`config.mk`:
```
export PLATFORM = sky130hd
export DESIGN_NAME = y2p_back
export DESIGN_NICKNAME = d
export VERILOG_FILES = /design/src/hw/rtl/y2p_pkg.sv /design/src/hw/rtl/y2p_back.sv
export SDC_FILE = /design/constraint.sdc
export NUM_CORES = 1
export LEC_CHECK = 0
export BUFFER_PORTS_ARGS = -buffer_cell sky130_fd_sc_hd__buf_4
export CORE_MARGIN = 10
export CORE_UTILIZATION = 50
export DETAILED_ROUTE_END_ITERATION = 16
export PLACE_DENSITY = 0.71
export SYNTH_ARGS = -nofsm -noshare
export SYNTH_HDL_FRONTEND = slang
export SYNTH_SLANG_ARGS = --single-unit
```
`constraint.sdc`:
```
create_clock -name clk -period 2.6 [get_ports clk]
set_clock_uncertainty 0.05 [all_clocks]
set_input_delay 0 -clock clk [delete_from_list [all_inputs] [get_ports clk]]
set_output_delay 0 -clock clk [all_outputs]
set_load 0.02 [all_outputs]
```
`src/hw/rtl/y2p_pkg.sv`:
```
package y2p_pkg;

  // Configuration port
  localparam int CFG_W     = 11;
  localparam int CFG_IDX_W = 1;

  typedef enum logic [CFG_IDX_W-1:0] {
    REG_WIDTH_PAIRS  = 1'b0,
    REG_HEIGHT_PAIRS = 1'b1
  } cfg_reg_t;

  // Reset values of the size registers
  localparam logic [CFG_W-1:0] WIDTH_PAIRS_RESET  = 11'd320;
  localparam logic [CFG_W-1:0] HEIGHT_PAIRS_RESET = 11'd240;

  // Line buffer entry: half U in the upper bits, half V in the lower bits
  localparam int HALF_W = 7;
  localparam int LINE_W = 2 * HALF_W;

  // Output queue
  localparam int QUEUE_DEPTH = 4;
  localparam int QPTR_W      = 2;
  localparam int QCNT_W      = 3;

  typedef struct packed {
    logic [7:0] luma_first;
    logic [7:0] chroma_blue;
    logic [7:0] luma_second;
    logic [7:0] chroma_red;
  } in_item_t;

  typedef struct packed {
    logic [7:0]  out_luma_first;
    logic [7:0]  out_luma_second;
    logic [10:0] pixel_row;
    logic [9:0]  col_pair;
    logic        chroma_valid;
    logic [7:0]  out_chroma_blue;
    logic [7:0]  out_chroma_red;
    logic        frame_end;
  } out_item_t;

  // Item handed from the front part to the back part in the cycle after the transfer
  typedef struct packed {
    logic [7:0]        luma_first;
    logic [7:0]        luma_second;
    logic [10:0]       pixel_row;
    logic [9:0]        col_pair;
    logic              odd_row;
    logic              frame_end;
    logic [HALF_W-1:0] blue_half;
    logic [HALF_W-1:0] red_half;
  } issue_t;

endpackage

```
`src/hw/rtl/y2p_back.sv`:
```
module y2p_back import y2p_pkg::*; (
  input  logic              clk,
  input  logic              rst,
  input  logic              issue_valid,
  input  issue_t            issue,
  input  logic [LINE_W-1:0] line_rdata,
  output logic              room,
  output logic              out_valid,
  input  logic              out_stall,
  output out_item_t         out_data
);

  out_item_t          queue [QUEUE_DEPTH];
  logic [QPTR_W-1:0]  wr_ptr;
  logic [QPTR_W-1:0]  rd_ptr;
  logic [QCNT_W-1:0]  count;
  logic               push;
  logic               pop;
  out_item_t          result;

  // Vertical chroma average on odd rows; even rows carry zero chroma.
  always_comb begin
    result.out_luma_first  = issue.luma_first;
    result.out_luma_second = issue.luma_second;
    result.pixel_row       = issue.pixel_row;
    result.col_pair        = issue.col_pair;
    result.chroma_valid    = issue.odd_row;
    result.frame_end       = issue.frame_end;
    if (issue.odd_row) begin
      result.out_chroma_blue = 8'(line_rdata[LINE_W-1:HALF_W]) + 8'(issue.blue_half);
      result.out_chroma_red  = 8'(line_rdata[HALF_W-1:0]) + 8'(issue.red_half);
    end else begin
      result.out_chroma_blue = '0;
      result.out_chroma_red  = '0;
    end
  end

  // Room counts the item already in the issue register, so a push never overflows.
  assign room = (count + QCNT_W'(issue_valid)) < QCNT_W'(QUEUE_DEPTH);

  assign push      = issue_valid;
  assign out_valid = count != '0;
  assign pop       = out_valid && !out_stall;
  assign out_data  = queue[rd_ptr];

  // Output queue storage.
  always_ff @(posedge clk) begin
    if (push) begin
      queue[wr_ptr] <= result;
    end
  end

  // Queue pointers and fill level.
  always_ff @(posedge clk) begin
    if (rst) begin
      wr_ptr <= '0;
      rd_ptr <= '0;
      count  <= '0;
    end else begin
      if (push) begin
        wr_ptr <= QPTR_W'(wr_ptr + QPTR_W'(1));
      end
      if (pop) begin
        rd_ptr <= QPTR_W'(rd_ptr + QPTR_W'(1));
      end
      count <= QCNT_W'(count + QCNT_W'(push) - QCNT_W'(pop));
    end
  end

  // The queue never holds more than its depth.
  assert property (@(posedge clk) disable iff (rst) count <= QCNT_W'(QUEUE_DEPTH))
    else $error("output queue over its depth");

  // An item arriving from the front always finds a free slot.
  assert property (@(posedge clk) disable iff (rst)
    push |-> (count < QCNT_W'(QUEUE_DEPTH)) || pop)
    else $error("push into a full output queue");

  // Averaged chroma appears only on odd rows.
  assert property (@(posedge clk) disable iff (rst)
    out_valid |-> out_data.chroma_valid == out_data.pixel_row[0])
    else $error("chroma valid flag does not match row parity");

  // Even-row transfers carry zero chroma.
  assert property (@(posedge clk) disable iff (rst)
    (out_valid && !out_data.chroma_valid) |->
      (out_data.out_chroma_blue == '0) && (out_data.out_chroma_red == '0))
    else $error("nonzero chroma on an even row");

endmodule
```
# [Word level (Yosys, flattened, before mapping)]
# Memory sizes are Yosys's and may differ from the RTL's. A register that Yosys moved wholly into a read port is not among the register bits.
# Index checks and enable logic that the tools add are counted.
[totals] regBits=7 ram_bits=220 in_bits=71 out_inout_bits=57 elab_cells=19 mem_count=1
[op_classes] add_sub_neg=6 order_cmp=1 n_mux=5 reduce_logical=3
[memory_table] memory="queue" depth=4 width=55 read_ports=1 rd_ports_with_merged_regs=1 write_ports=1 line_no="y2p_back.sv:13" source="out_item_t queue [QUEUE_DEPTH];"
[ops] cell="$add A7 B7 Y8" n=2
[ops] cell="$mux W16" n=1
[ops] cell="$add A2 B1 Y2 const B" n=2
[ops] cell="$mux W2" n=2
[ops] cell="$add A3 B1 Y3" n=1
[ops] cell="$lt A3 B3 Y1 const B" n=1
[ops] cell="$reduce_bool A3 Y1" n=1
[ops] cell="$sub A3 B1 Y3" n=1
[ops] cell="$mux W1" n=2
[ops] cell="$logic_and A1 B1 Y1" n=1
[ops] cell="$logic_not A1 Y1" n=1

# [Logic depth before layout (Yosys ltp)]
[depth] ltp_word=4 depth_mapped=6 mapped_depth_nobuf=6

# [Least setup slack after synthesis]
# Ideal clock, no wire load.
[synth_path] path_kind="reg2reg" start="register wr_ptr[0]" end="memory queue[2][0] (netlist name), enable pin" setup_time_ns=0.418 arrival_ns=1.846 t_required_ns=2.132 path_slack_ns=0.285 path_stages_with_launch=4 path_buffers=0 period_less_slack_ns=2.315 cell_sequence="dfxtp_1 > inv_1 > ha_1 > and2_1"
[synth_rtl] element="from (decl)" line_no="y2p_back.sv:14" source="logic [QPTR_W-1:0] wr_ptr;"
[synth_rtl] element="from (signal assigned)" line_no="y2p_back.sv:61" source="wr_ptr <= QPTR_W'(wr_ptr + QPTR_W'(1));"
[synth_rtl] element="to (decl)" line_no="y2p_back.sv:13"
# Straight into the memory's write port.

==> impl_metrics.yaml <==
status:
  status: "finished clean"
critical_path:
  cp_num_buf_inv: 2
  crit_path_frequent_cell: "buf_4"
  arrival_ns: 2.15
  worstReg2RegStart: "count[2]$_SDFF_PP0_"
  rrSetupSlack_ns: 0.80
  worstSetupPathType: "reg2out"
  cp-end-kind: "primary output"
  critPathLaunchType: "flop"
  path_max_fanout: 17
  cp_slowest_cell: "dfxtp_4"
  reg2reg_depth: 5
  crit_cells: 3
  setup.worst_path.end: "out_data[17]"
  path_cells: "buf_4 > mux4_2 > buf_4"
  r2r_end: "count[0]$_SDFF_PP0_"
  slowest_delay_ns: 0.57
  cp.required_ns: 2.55
  cp_top_family: "flip-flops"
synth:
  yosys_register_bits: 229
  synth.yosys.seq_area_share_pct: 74.79
  yosys_warnings: 0
  syn_area_per_cell_um2: 21.60
  synthCells: 420
  synth_edf_count: 220
  syn_area_um2: 9074
  ys.flop_type: "edfxtp_1"
  synth.distinct_cells: 42
  syn_nets: 515
  async_flop_share_pct: 0
clock_network:
  tritoncts: "done"
  cts_setup_buffers: 0
  clockBufferDepth: 3
  htree_levels: 1
  clk_root_buffer_cell: "clkbuf_16"
  cts_buffers: 23
  clock_latency_ns: 0.50
  clk_pin_slew_worst_paths_ns: 0.06
  cts_resized: 0
  cts_sinks: 229
detailed_routing:
  detail_route.iter0.violations: 270
  wire_per_inst_um: 21.20
  antenna_left: 0
  drt-total-wl_mm: 18.32
  drt_first_pass_iters: 4
  vias: 4661
  via_per_inst: 5.395
  drcViolationCount: 0
placed_design:
  placed_cells: 773
  hpwl_mm: 11.94
  gp_congestion: 0.7837
  dpl_worst_slack_ns: 0.7240
  portBuffers: 127
die:
  die_area_um2: 23940
  ios: 128
  start_util_pct: 50.68
  fp.dieW_um: 154.7
  coreArea_um2: 17900
  rows: 49
  dieHeight_um: 154.7
timing:
  fmax_mhz: 454.2
  setup_ws_ns: 0.3982
  rsz0062_at_grt: "false"
  worst_slew_pin_slew_ns: 0.5719
  slew_headroom_pct: 61.87
  drv_slew: 0
  fin_setup_tns_ns: 0
  hold_viol: 0
  fin_crit_sh_pct: 84.68
  min_period_ns: 2.202
  setup_viol: 0
flow_run:
  drv_cap: 0
hold_path:
  hold_class: "in2reg"
power:
  vdd_ir_drop_max_mv: 0.5901
  power_density_nw_per_um2: 881.6
  p_total_w: 0.01022
  p_leak_nw: 4.116
finish:
  drive_gt1_share_pct: 36.75
  layout.cells.non_filler: 864
  mostFrequentLayoutCells: "edfxtp_1, buf_4, mux4_2, dlygate4sd3_1, clkbuf_16"
  fin_nets: 713
  n_fill_cell: 1249
  final_common_cell: "edfxtp_1"
  utilization_pct: 64.74
  syn_to_final_growth_pct: 27.73
grt:
  grt_pass1_wl_mm: 29.08
  grt-ovfl-total: 0
  grt_pass1_vias: 5266
  grt_max_degree: 43
  track_usage_pct: 15.15
  antenna_found_initial: 1
==> final cells by class <==
type / count / area [µm²] / share of cell area (%)
Inverter: 7 / 26.28 / 0.2267
Clock buffer: 27 / 590.6 / 5.096
Timing Repair Buffer: 188 / 1609 / 13.88
Sequential cell: 229 / 6792 / 58.60
Antenna cell: 1 / 2.502 / 0.02159
Multi-Input combinational cell: 169 / 2112 / 18.22
Clock inverter: 14 / 171.4 / 1.479
Tap cell: 229 / 286.5 / 2.472
==> per-layer routing <==
metal,GRT usage [%],vias up,wire length (µm)
met3,4.409,28,1321
met2,24.98,152,8969
met1,19.39,2345,7723
li1,-,2136,-
met5,0,-,0
met4,3.689,0,305
==> how the worst min path moves through the flow <==
stage	from	endpoint	slack [ns]	depth (start not counted)
after floorplan	issue[14]	queue[0][0]$_DFFE_PP_	0.05	0
after global placement	issue[39]	queue[2][41]$_DFFE_PP_	0.15	1
after CTS	line_rdata[13]	queue[3][16]$_DFFE_PP_	0.02	3
after detailed placement	issue[22]	queue[1][24]$_DFFE_PP_	0.15	1
final	line_rdata[1]	queue[0][2]$_DFFE_PP_	0.03	3
after global routing	line_rdata[13]	queue[2][16]$_DFFE_PP_	0.03	3
==> power breakdown <==
group | internal [W] | switching, W
clock | 0.00202 | 0.00129
combinational | 0.00124 | 0.00125
sequential | 0.00430 | 0.000135
==> stage by stage <==
stage               instance area (µm²)  hold slack [ns]
global route                      11590          0.03270
finish                            11590          0.03326
CTS                               11590          0.01854
detailed placement                10330           0.1532
global placement                  10330           0.1490
floorplan                          9074          0.04887
==> sequential cells by signal, indices dropped and copies added, names as in the netlist, named ones only <==
name / cells
count: 3
queue: 220
rd_ptr: 2
wr_ptr: 2
==> cells in the mapped netlist (2+ instances only) <==
master	number	area (µm²)
edfxtp_1	220	6606
mux4_2	52	1171
ha_1	22	275.3
nor2_1	19	71.32
o21ai_0	12	60.06
and2_1	10	62.56
dfxtp_1	9	180.2
nand2_1	8	30.03
inv_1	7	26.28
buf_2	6	30.03
buf_12	5	100.1
a21oi_1	4	20.02
xnor2_1	4	35.03
a211oi_1	3	22.52
mux4_1	3	78.83
xor2_1	3	26.28
a211o_1	2	17.52
and3_1	2	12.51
clkbuf_1	2	7.510
fa_1	2	40.04
nor2b_1	2	12.51
nor3_1	2	10.01
o21a_1	2	15.01
==> worst min-delay path, delay by kind of cell <==
family / cells / cell delay [ns]
buffers and inverters: 1 / 0.10
and+or+nand+nor: 1 / 0.20
adders and majority gates: 1 / 0.14
==> cells by family after synthesis <==
kind of cell,share of synthesized area [%]
adders and majority gates,3.475
DFF,74.79
and+or+nand+nor,2.689
AOI/OAI and AO/OA,2.496
muxes,13.89
buffers and inverters,1.986
xor gates and xnor gates,0.6757
==> repair_timing <==
action                                  4_1_cts  5_1_grt
endpoints found under the hold margin       189        0
hold buffers                                 49        0
endpoints found under the setup margin        0        0
No activity file was read; power rests on OpenSTA's default activity.
