<file path="src/hw/rtl/y2p_pkg.sv">
package y2p_pkg;

  // Configuration port
  localparam int CFG_W     = 11;
  localparam int CFG_IDX_W = 1;

  typedef enum logic [CFG_IDX_W-1:0] {
    REG_WIDTH_PAIRS  = 1'b0,
    REG_HEIGHT_PAIRS = 1'b1
  } cfg_reg_t;

  // Reset values of the size registers
  localparam logic [CFG_W-1:0] WIDTH_PAIRS_RESET  = 11'd320;
  localparam logic [CFG_W-1:0] HEIGHT_PAIRS_RESET = 11'd240;

  // Line buffer entry: half U in the upper bits, half V in the lower bits
  localparam int HALF_W = 7;
  localparam int LINE_W = 2 * HALF_W;

  // Output queue
  localparam int QUEUE_DEPTH = 4;
  localparam int QPTR_W      = 2;
  localparam int QCNT_W      = 3;

  typedef struct packed {
    logic [7:0] luma_first;
    logic [7:0] chroma_blue;
    logic [7:0] luma_second;
    logic [7:0] chroma_red;
  } in_item_t;

  typedef struct packed {
    logic [7:0]  out_luma_first;
    logic [7:0]  out_luma_second;
    logic [10:0] pixel_row;
    logic [9:0]  col_pair;
    logic        chroma_valid;
    logic [7:0]  out_chroma_blue;
    logic [7:0]  out_chroma_red;
    logic        frame_end;
  } out_item_t;

  // Item handed from the front part to the back part in the cycle after the transfer
  typedef struct packed {
    logic [7:0]        luma_first;
    logic [7:0]        luma_second;
    logic [10:0]       pixel_row;
    logic [9:0]        col_pair;
    logic              odd_row;
    logic              frame_end;
    logic [HALF_W-1:0] blue_half;
    logic [HALF_W-1:0] red_half;
  } issue_t;

endpackage

</file>
<file path="src/hw/rtl/y2p_front.sv">
module y2p_front import y2p_pkg::*; #(
  parameter int MAX_PAIRS_PER_ROW = 1024,
  parameter int MAX_ROW_PAIRS     = 1024
) (
  input  logic                                 clk,
  input  logic                                 rst,
  input  logic                                 cfg_we,
  input  logic [CFG_IDX_W-1:0]                 cfg_index,
  input  logic [CFG_W-1:0]                     cfg_data,
  input  logic                                 in_valid,
  output logic                                 in_stall,
  input  in_item_t                             in_data,
  input  logic                                 room,
  output logic                                 line_we,
  output logic                                 line_re,
  output logic [$clog2(MAX_PAIRS_PER_ROW)-1:0] line_addr,
  output logic [LINE_W-1:0]                    line_wdata,
  output logic                                 issue_valid,
  output issue_t                               issue
);

  localparam int CW    = $clog2(MAX_PAIRS_PER_ROW);
  localparam int EW    = CW + 1;
  localparam int WCMPW = (EW > CFG_W) ? EW : CFG_W;
  localparam int RW    = $clog2(2 * MAX_ROW_PAIRS);
  localparam int ERW   = $clog2(2 * MAX_ROW_PAIRS + 1);
  localparam int HCMPW = (ERW > CFG_W) ? ERW : CFG_W;

  // Zero counts as one, and sizes above the buffer limits saturate.
  function automatic logic [EW-1:0] clamp_width(input logic [CFG_W-1:0] v);
    logic [WCMPW-1:0] ve;
    ve = WCMPW'(v);
    if (v == '0) begin
      return EW'(1);
    end else if (ve > WCMPW'(MAX_PAIRS_PER_ROW)) begin
      return EW'(MAX_PAIRS_PER_ROW);
    end else begin
      return EW'(ve);
    end
  endfunction

  function automatic logic [ERW-1:0] clamp_rows(input logic [CFG_W-1:0] v);
    logic [HCMPW-1:0] ve;
    logic [ERW-1:0]   h;
    ve = HCMPW'(v);
    if (v == '0) begin
      h = ERW'(1);
    end else if (ve > HCMPW'(MAX_ROW_PAIRS)) begin
      h = ERW'(MAX_ROW_PAIRS);
    end else begin
      h = ERW'(ve);
    end
    return h << 1;
  endfunction

  logic [EW-1:0]  eff_width;
  logic [ERW-1:0] eff_rows;
  logic [CW-1:0]  column_count;
  logic [RW-1:0]  row_count;
  logic           accept;
  logic           row_end;
  logic           last_row;
  logic           odd_row;

  // Effective frame size, kept already clamped.
  always_ff @(posedge clk) begin
    if (rst) begin
      eff_width <= clamp_width(WIDTH_PAIRS_RESET);
      eff_rows  <= clamp_rows(HEIGHT_PAIRS_RESET);
    end else if (cfg_we) begin
      case (cfg_reg_t'(cfg_index))
        REG_WIDTH_PAIRS:  eff_width <= clamp_width(cfg_data);
        REG_HEIGHT_PAIRS: eff_rows  <= clamp_rows(cfg_data);
        default: ;
      endcase
    end
  end

  // A transfer is taken only when the back part has room for it.
  assign in_stall = !room;
  assign accept   = in_valid && room;

  assign odd_row  = row_count[0];
  assign row_end  = (EW'(column_count) + EW'(1)) >= eff_width;
  assign last_row = (ERW'(row_count) + ERW'(1)) >= eff_rows;

  // Raster position counters.
  always_ff @(posedge clk) begin
    if (rst) begin
      column_count <= '0;
      row_count    <= '0;
    end else if (accept) begin
      if (row_end) begin
        column_count <= '0;
        row_count    <= last_row ? '0 : RW'(row_count + RW'(1));
      end else begin
        column_count <= CW'(column_count + CW'(1));
      end
    end
  end

  // Even rows store half chroma; odd rows fetch it back.
  assign line_we    = accept && !odd_row;
  assign line_re    = accept && odd_row;
  assign line_addr  = column_count;
  assign line_wdata = {in_data.chroma_blue[7:1], in_data.chroma_red[7:1]};

  // Item register handed to the back part, aligned with the buffer read data.
  always_ff @(posedge clk) begin
    if (rst) begin
      issue_valid <= 1'b0;
    end else begin
      issue_valid <= accept;
    end
  end

  always_ff @(posedge clk) begin
    if (accept) begin
      issue.luma_first  <= in_data.luma_first;
      issue.luma_second <= in_data.luma_second;
      issue.pixel_row   <= 11'(row_count);
      issue.col_pair    <= 10'(column_count);
      issue.odd_row     <= odd_row;
      issue.frame_end   <= row_end && last_row;
      issue.blue_half   <= in_data.chroma_blue[7:1];
      issue.red_half    <= in_data.chroma_red[7:1];
    end
  end

endmodule

</file>
<file path="config.mk">
export PLATFORM = sky130hd
export DESIGN_NAME = y2p_front
export DESIGN_NICKNAME = d
export VERILOG_FILES = /design/src/hw/rtl/y2p_pkg.sv /design/src/hw/rtl/y2p_front.sv
export SDC_FILE = /design/constraint.sdc
export NUM_CORES = 1
export LEC_CHECK = 0
export ABC_AREA = 0
export ABC_CLOCK_PERIOD_IN_PS = 6560
export BUFFER_PORTS_ARGS = -buffer_cell sky130_fd_sc_hd__buf_4
export CAP_MARGIN = 0
export CORE_AREA = 5 5 117 119
export DETAILED_ROUTE_END_ITERATION = 7
export DIE_AREA = 0 0 122 124
export PLACE_DENSITY = 0.61
export REMOVE_ABC_BUFFERS = 1
export SLEW_MARGIN = 0
export SYNTH_ARGS = -nofsm -noshare
export SYNTH_HDL_FRONTEND = slang
export SYNTH_SLANG_ARGS = --single-unit
</file>
<file path="constraint.sdc">
create_clock -name clk -period 6.56 [get_ports clk]
set_input_delay 0 -clock clk [delete_from_list [all_inputs] [get_ports clk]]
set_output_delay 0 -clock clk [all_outputs]
set_load 0.03 [all_outputs]
</file>
### Word-level counts from Yosys, hierarchy flattened

Cells that the tools add are included.

* register bits: 97
* latch bits: 0
* memory bits (writable): 0
* memory bits (read-only): 0
* output and inout port bits: 81
* memories kept: 0

* add/sub/neg operators: 4
* multiply operators: 0
* divide/modulo/power cells: 0
* $lt $le $gt $ge: 4
* equal/unequal tests: 0
* shift-type cells: 0
* muxes and demuxes: 6
* bitwise operators: 1
* reductions and logical operators: 10

Operators by type and width (count)
* 2-to-1 mux 11 bit: 5
* > comparator 11 bit (second input constant): 2
* adder 11 x 1 -> 12 bit (second input constant): 1
* greater-or-equal comparator 12 bit: 1
* adder 10 x 1 -> 11 bit (second input constant): 1
* adder 11 x 1 -> 11 bit (second input constant): 1
* greater-or-equal comparator 11 bit: 1
* zero test 11 bit: 1
* adder 10 x 1 -> 10 bit (second input constant): 1
* 2-to-1 mux 10 bit: 1
* AND reduction 2 bit: 3
* logical AND 1 bit: 4
* zero test 1 bit: 2
* NOT 1 bit: 1

### Logic depth before layout (Yosys ltp)

Gate-level depths: netlist of run 1.

* depth after elaboration: 3
* gate-level depth with buffers: 13
* mapped depth without buffers: 12

### Worst setup path before layout of run 1

OpenSTA, ideal clock, no wires.

* path kind: register -> register
* start: register column_count[4] (netlist: line_addr[4])
* end: register row_count[9]
* setup time: 0.122 ns
* data arrival time: 2.674 ns
* required time: 6.438 ns
* setup slack: 3.764 ns
* stages on the path, launching flop included: 12
* path buffers: 1
* path through: dfxtp_1 clkbuf_1 nand4_1 nor2_1 nand2_1 xnor2_1 ha_1 nand4_1 nand2b_1 a21oi_2 nor2_2 a221o_1

* longest elaborated chain between the ends: 3

Ends and longest elaborated chain
* start: declaration: RTL line y2p_front.sv:58 `logic [CW-1:0] column_count;`
* start signal: assignment: RTL line y2p_front.sv:97 `column_count <= CW'(column_count + CW'(1));`
* adder 10 x 1 -> 11 bit: RTL line y2p_front.sv:84 `assign row_end = (EW'(column_count) + EW'(1)) >= eff_width;`
* greater-or-equal comparator 11 bit: RTL line y2p_front.sv:84
* AND reduction 2 bit (no line)
* end signal: assignment: RTL line y2p_front.sv:95 `row_count <= last_row ? '0 : RW'(row_count + RW'(1));`
* end: declaration: RTL line y2p_front.sv:59 `logic [RW-1:0] row_count;`

No other way between the ends.
A chain may end at the register's enable or synchronous reset.

### Worst setup path after layout of run 1

* start: register row_count[0]
* end: register row_count[3]

* longest elaborated chain between the ends: 3
* elaborated cells on any way between the ends: 4

Ends and longest elaborated chain
* adder 11 x 1 -> 12 bit: RTL line y2p_front.sv:85 `assign last_row = (ERW'(row_count) + ERW'(1)) >= eff_rows;`
* greater-or-equal comparator 12 bit: RTL line y2p_front.sv:85
* 2-to-1 mux 11 bit *: RTL line y2p_front.sv:95

Mark *: on every way between the ends. The rest lies on a longest branch, timed or not.

==> impl_metrics.yaml, run 1 <==
global_routing:
  grt_pass1_vias: 3226
  grt_max_degree: 56
  gr-usage-met2_pct: 21.65
  grt_pass1_wl_um: 15580
  top_usage_layer: "met2"
  grtUsageTotal_pct: 13.12
  gr-usage-met3_pct: 3.134
  antenna_found_initial: 0
  use_met1_pct: 16.71
  grt_overflow_total: 0
timing:
  period_minus_slack_ns: 3.201
  slew_headroom_pct: 25.55
  fin_skew_ns: 0.007956
  tightestPinTransition_ns: 1.115
  rsz0062_at_grt: "false"
  final_hold_viol_count: 0
  fmax_mhz: 312.4
  drv_slew: 0
  setup_violations: 0
  setup_slack_ns: 3.359
  fin_crit_sh_pct: 48.79
  finalSetupTns_ns: 0
critical_path:
  cp-start-kind: "register"
  cp_slowest_stage_delay_ns: 0.51
  crit_path_cell_trace: "ha_1, and3_1, nand3_1, nor2_1, xor2_1, ha_1, nand4_1, nor3_1, a22o_1, a211oi_4, nor3b_2, a211o_1"
  path_common_cell: "ha_1"
  crit_slowest_cell: "dfxtp_1"
  critPathKind: "register to register"
  crit_path_end_kind: "register"
  cp.arrival_ns: 3.48
  crit_required_ns: 6.84
  crit_path_max_fanout: 10
  r2r_slack_ns: 3.36
die:
  dieHeight_um: 124
  start_util_pct: 34.52
  die_width_um: 122
  die_area_um2: 15130
  fp.coreArea_um2: 12470
  io_pins: 130
  row_count: 41
route:
  via_per_inst: 4.628
  post_drt_wl_per_cell_um: 14.15
  drtAntennaViolNets: 0
  first_iter_violations: 140
  totalWireLength_um: 10160
  drt_first_pass_iters: 4
  vias: 3323
  drc: 0
min_path:
  hp-class: "input pin to register"
finish:
  drive_above_1_share_pct: 28.21
  final_net_count: 614
  diodes: 0
  finalNonFillerCells: 718
  area_delta_synth_final_pct: 39.95
synth:
  ys_ff_latch: 96
  synthFlopType: "edfxtp_1"
  synth_area_leaders: "edfxtp_1 36%, dfxtp_1 20%, ha_1 7.0%, xnor2_1 3.3%, nand2_1 3.1%"
  ys_seq_area_share_pct: 56.76
  synth_top_area_share_pct: 36.29
  yosysMostFrequentCell: "edfxtp_1"
  synth-async-reset-ratio_pct: 0
  synth-edff-count: 52
  synth_commonest_cells: "52 x edfxtp_1, 44 x dfxtp_1, 36 x nand2_1, 30 x nor2_1"
  synth_area_per_cell_um2: 11.00
  ys_types: 44
  ys_warn_count: 0
  synth_cells: 391
  synth_top_area_cell: "edfxtp_1"
  syn_area_um2: 4303
place:
  place.detailed.hpwl_um: 7257
  placed_cells: 663
  pre_cts_slack_ns: 3.380
  gp_congestion: 0.8113
  io_buffers: 127
clock_tree:
  insertion_delay_ns: 0.34
  htree_levels: 3
  cts.repair.resized: 0
  post-cts-setup-buffers: 0
  cts_buffers: 9
  clock_sinks: 96
  tritoncts: "yes"
  ctsRootBufferMaster: "clkbuf_16"
  clk_pin_slew_ns: 0.07
  clockBufferDepth: 2
status:
  status: "finished, final reports clean"
job:
  max_cap_viol_count: 0
pwr:
  leakage_uw: 0.002518
  p_total_uw: 1402
  ir_worst_vdd_mv: 0.1102
  power_per_cell_area_nw_per_um2: 232.8
## cells in the final DEF, fill, tap and decap left out, types with 5 or more instances in the layout
cell type	n
buf_4	127
nor2_1	30
nand4_1	6
and3_1	8
nand3b_1	8
edfxtp_1	52
inv_1	25
nand3_1	11
dfxtp_1	44
xor2_1	8
dlygate4sd3_1	39
nand2b_1	7
a211o_1	7
xnor2_1	16
nor3_1	5
a21oi_1	26
ha_1	24
nor3b_1	10
nand2_1	36
a22o_1	5
clkbuf_16	9
## what timing repair did
item,CTS,global route
hold buffers,39,0
setup endpoints to repair,0,0
endpoints found under the hold margin,39,0
## worst paths after layout
check	startpoint	to	depth (start not counted)
max	row_count[0]	row_count[3]	12
min	rst	eff_rows[2]	2
max reg2reg	row_count[0]	row_count[3]	12
min reg2reg	eff_width[10]	eff_width[10]	2
## routing by layer
layer	up-vias	share of wire [%]
li1	1661	-
met1	1550	45
met3	12	6.1
met5	-	0
met2	100	47
met4	0	1.6
## critical path, delay by kind of cell, from the launching register on
kind	cells	cell delay, ns
simple gates	6	1.12
xor+xnor	1	0.23
flops	1	0.51
compound gates	3	0.73
fa+ha+maj	2	0.57
## logic make-up (layout without fill, tap and decap cells)
group	count (synthesis)	in the layout	share of synthesized area, %
flip-flops	96	96	56.76
buffers and inverters	53	208	5.961
AND/OR/NAND/NOR	134	134	15.99
AO/OA/AOI/OAI	60	60	9.422
adder cells (fa/ha/maj)	24	24	6.979
XOR/XNOR	24	24	4.885
## sequential cells by signal, summed over array words and instances (netlist names)
signal	flops
eff_rows	11
issue_valid	1
line_addr	10
row_count	11
issue	52
eff_width	11
## power breakdown
group	switching, µW	internal [µW]
Sequential	11.2	659
Combinational	99.3	76.7
Clock	222	334
## per-stage QoR
step | hold slack, ns | util [%] | area (µm²)
floorplan | 0 | - | 4144
global placement | 0.1790 | 42.62 | 5313
detailed placement | 0.1795 | 42.62 | 5313
CTS | 0.03948 | 48.31 | 6022
global route | 0.05179 | 48.31 | 6022
finish | 0.04546 | 48.31 | 6022
## final cells by class
class	count	area, µm²
Clock inverter	7	93.84
Timing Repair Buffer	166	1344
Clock buffer	9	225.2
Sequential cell	96	2442
Multi-Input combinational cell	242	1604
Inverter	26	97.59
Fill cell	1108	6444
Tap cell	172	215.2
Power figures use the tool's default switching activity.
==> inputs of run 2 (changes only) <==
Settings changed: ABC_AREA 0 to 1, ABC_CLOCK_PERIOD_IN_PS 6560 to 3220.
Clock period 6.56 ns to 3.22 ns, I/O delays scaled along.
==> run 2 against run 1 <==
  * Routed wire length down 0.60%
  * Cell area up 0.44%
  * Total power up 110%
  * Clock skew down 0.0020 ns
  * Clock power up 100%
  * Final cell count up 7.0%
  * Non-clock buffer count up 2
  * Critical endpoint is now row_count[6]
  * Largest cell class unchanged
==> impl_metrics.yaml, run 2 <==
die:
  die_width_um: 122
  dieHeight_um: 124
  io_pins: 130
  die_area_um2: 15130
  row_count: 41
  start_util_pct: 34.53
  fp.coreArea_um2: 12470
place:
  place.detailed.hpwl_um: 7385
  gp_congestion: 0.8230
  pre_cts_slack_ns: 0.4657
  io_buffers: 127
critical_path:
  r2r_slack_ns: 0.46
  critPathKind: "register to register"
  r2r-end: "row_count[6]"
  crit_path_max_fanout: 8
  worstReg2RegStart: "line_addr[0]"
  crit_required_ns: 3.50
  crit_path_end_kind: "register"
  rr_worst_depth: 17
  cp.arrival_ns: 3.04
  cp-start-kind: "register"
synth:
  synth_top_area_cell: "edfxtp_1"
  muxShareOfSynthArea_pct: 0
  synth_compound_area_share_pct: 8.169
  ys_ff_latch: 96
  synthFlopType: "edfxtp_1"
  synth_top_area_share_pct: 36.28
  synth-simple-area-share_pct: 15.93
  ys_types: 33
  synth-async-reset-ratio_pct: 0
  synth_area_per_cell_um2: 9.917
  ys_warn_count: 0
  ys_seq_area_share_pct: 56.74
  synth_area_leaders: "edfxtp_1 36%, dfxtp_1 20%, ha_1 7.0%, nand2_1 6.2%, inv_1 4.9%"
  yosysMostFrequentCell: "nand2_1"
  synthAdderAreaFrac_pct: 6.977
  synth_top_family_by_area: "simple AND/OR/NAND/NOR gates"
  synth_xor_area_share_pct: 3.663
  synth_cells: 434
  syn_area_um2: 4304
  synth-edff-count: 52
  synth_commonest_cells: "71 x nand2_1, 56 x inv_1, 52 x edfxtp_1, 44 x dfxtp_1, 33 x nor2_1"
clock_tree:
  htree_levels: 3
  post-cts-setup-buffers: 0
  cts.repair.resized: 0
  tritoncts: "yes"
  clk_pin_slew_ns: 0.07
  clockBufferDepth: 2
  cts_buffers: 9
  insertion_delay_ns: 0.34
  ctsRootBufferMaster: "clkbuf_16"
  cts_hold_buffers: 39
  clock_sinks: 96
min_path:
  hp-class: "input pin to register"
  hp-start: "cfg_data[10]"
  hold_end: "eff_rows[7]"
  worstHoldPathCells: 4
timing:
  setup_slack_ns: 0.4631
  fin_hold_ws_ns: 0.03518
  setup_violations: 0
  period_minus_slack_ns: 2.757
  fmax_mhz: 362.7
  drv_slew: 0
  fin_crit_sh_pct: 85.62
  rsz0062_at_grt: "false"
  slew_headroom_pct: 37.70
  finalSetupTns_ns: 0
  fin_skew_ns: 0.005910
  tightestPinTransition_ns: 0.9335
  final_hold_viol_count: 0
global_routing:
  grt_pass1_wl_um: 15770
  grt_max_degree: 30
  top_usage_layer: "met2"
  use_met1_pct: 16.90
  gr-usage-met2_pct: 21.13
  antenna_found_initial: 0
  grt_overflow_total: 0
  gr-usage-met3_pct: 3.860
  grt_pass1_vias: 3299
  grtUsageTotal_pct: 13.35
finish:
  largest_register: "issue"
  area_delta_synth_final_pct: 40.52
  drive_above_1_share_pct: 27.18
  largest_reg_flops: 52
  layout_commonest_cell: "buf_4"
  layout_common_cells: "129 x buf_4, 71 x nand2_1, 55 x inv_1"
  final_net_count: 664
  diodes: 0
route:
  via_per_inst: 4.391
  drtAntennaViolNets: 0
  totalWireLength_um: 10100
  post_drt_wl_per_cell_um: 13.15
  drc: 0
  first_iter_violations: 192
  vias: 3372
  drt_first_pass_iters: 4
pwr:
  power_per_cell_area_nw_per_um2: 488.7
  leakage_uw: 0.002702
  ir_worst_vdd_mv: 0.1990
status:
  status: "finished, final reports clean"
job:
  max_cap_viol_count: 0
-- run 2: changes by cell type after synthesis, sizes merged, moves of 7 or more --
cell / change
nor2: +7
nor3b: -9
a211o: -7
nand2b: -7
inv: +33
o21ai: +23
nand3: +10
nand2: +40
nand3b: -8
xnor2: -13
and3: -8
xor2: +7
-- run 2: power breakdown --
group / internal, µW / switching, µW / leakage (µW)
registers: 1360 / 29.1 / 0.000865
clock network: 681 / 444 / 0.000148
logic: 184 / 263 / 0.00169
-- run 2: final cells by class --
class | instances | area [µm²]
well taps | 172 | 215.2
fillers | 1140 | 6417
inverters | 59 | 224.0
repair buffers | 168 | 1359
flip-flops and latches | 96 | 2442
clock inverters | 5 | 80.08
multi-input cells | 257 | 1495
clock buffers | 11 | 232.7
-- run 2: critical path, cell delays in order, from the launching register on --
cell and delay, ns:
dfxtp_1 0.45, ha_1 0.26, nand3_2 0.11, nor2_1 0.17
nand3_1 0.13, nor3b_1 0.25, ha_1 0.29, nand2_1 0.09
inv_2 0.04, nand2_1 0.07, nand2_1 0.06, nor2_2 0.21
nand2_2 0.10, nand2_4 0.12, nand2_4 0.09, inv_4 0.14
nand2_1 0.06, nand2_1 0.06
-- run 2: cells by family after synthesis --
kind of cell / after synthesis
DFF: 96
adders and majority gates: 24
buffers and inverters: 81
AOI/OAI and AO/OA: 66
xor gates and xnor gates: 18
and+or+nand+nor: 149
-- run 2: worst max-delay path by stage --
stage / from / to / cells past startpoint
floorplan: line_addr[0] / row_count[6] / 18
global placement: line_addr[0] / row_count[10] / 17
detailed placement: line_addr[0] / row_count[9] / 17
CTS: line_addr[0] / row_count[3] / 17
global route: line_addr[0] / row_count[8] / 17
finish: line_addr[0] / row_count[6] / 17
-- run 2: metrics by stage --
step | cells | utilization (%) | total power, µW | instance area, µm²
finish | 768 | 48.52 | 2956 | 6048
CTS | 768 | 48.52 | 2994 | 6048
global placement | 713 | 42.88 | 1812 | 5345
global route | 768 | 48.52 | 3087 | 6048
detailed placement | 713 | 42.88 | 1823 | 5345
floorplan | 412 | - | 1625 | 4161
-- run 2: metal layers --
metal  vias to the layer above  wire (µm)
li1                       1735          -
met1                      1513       4488
met2                       108       4681
met3                        16        723
met4                         0        207
met5                         -          0
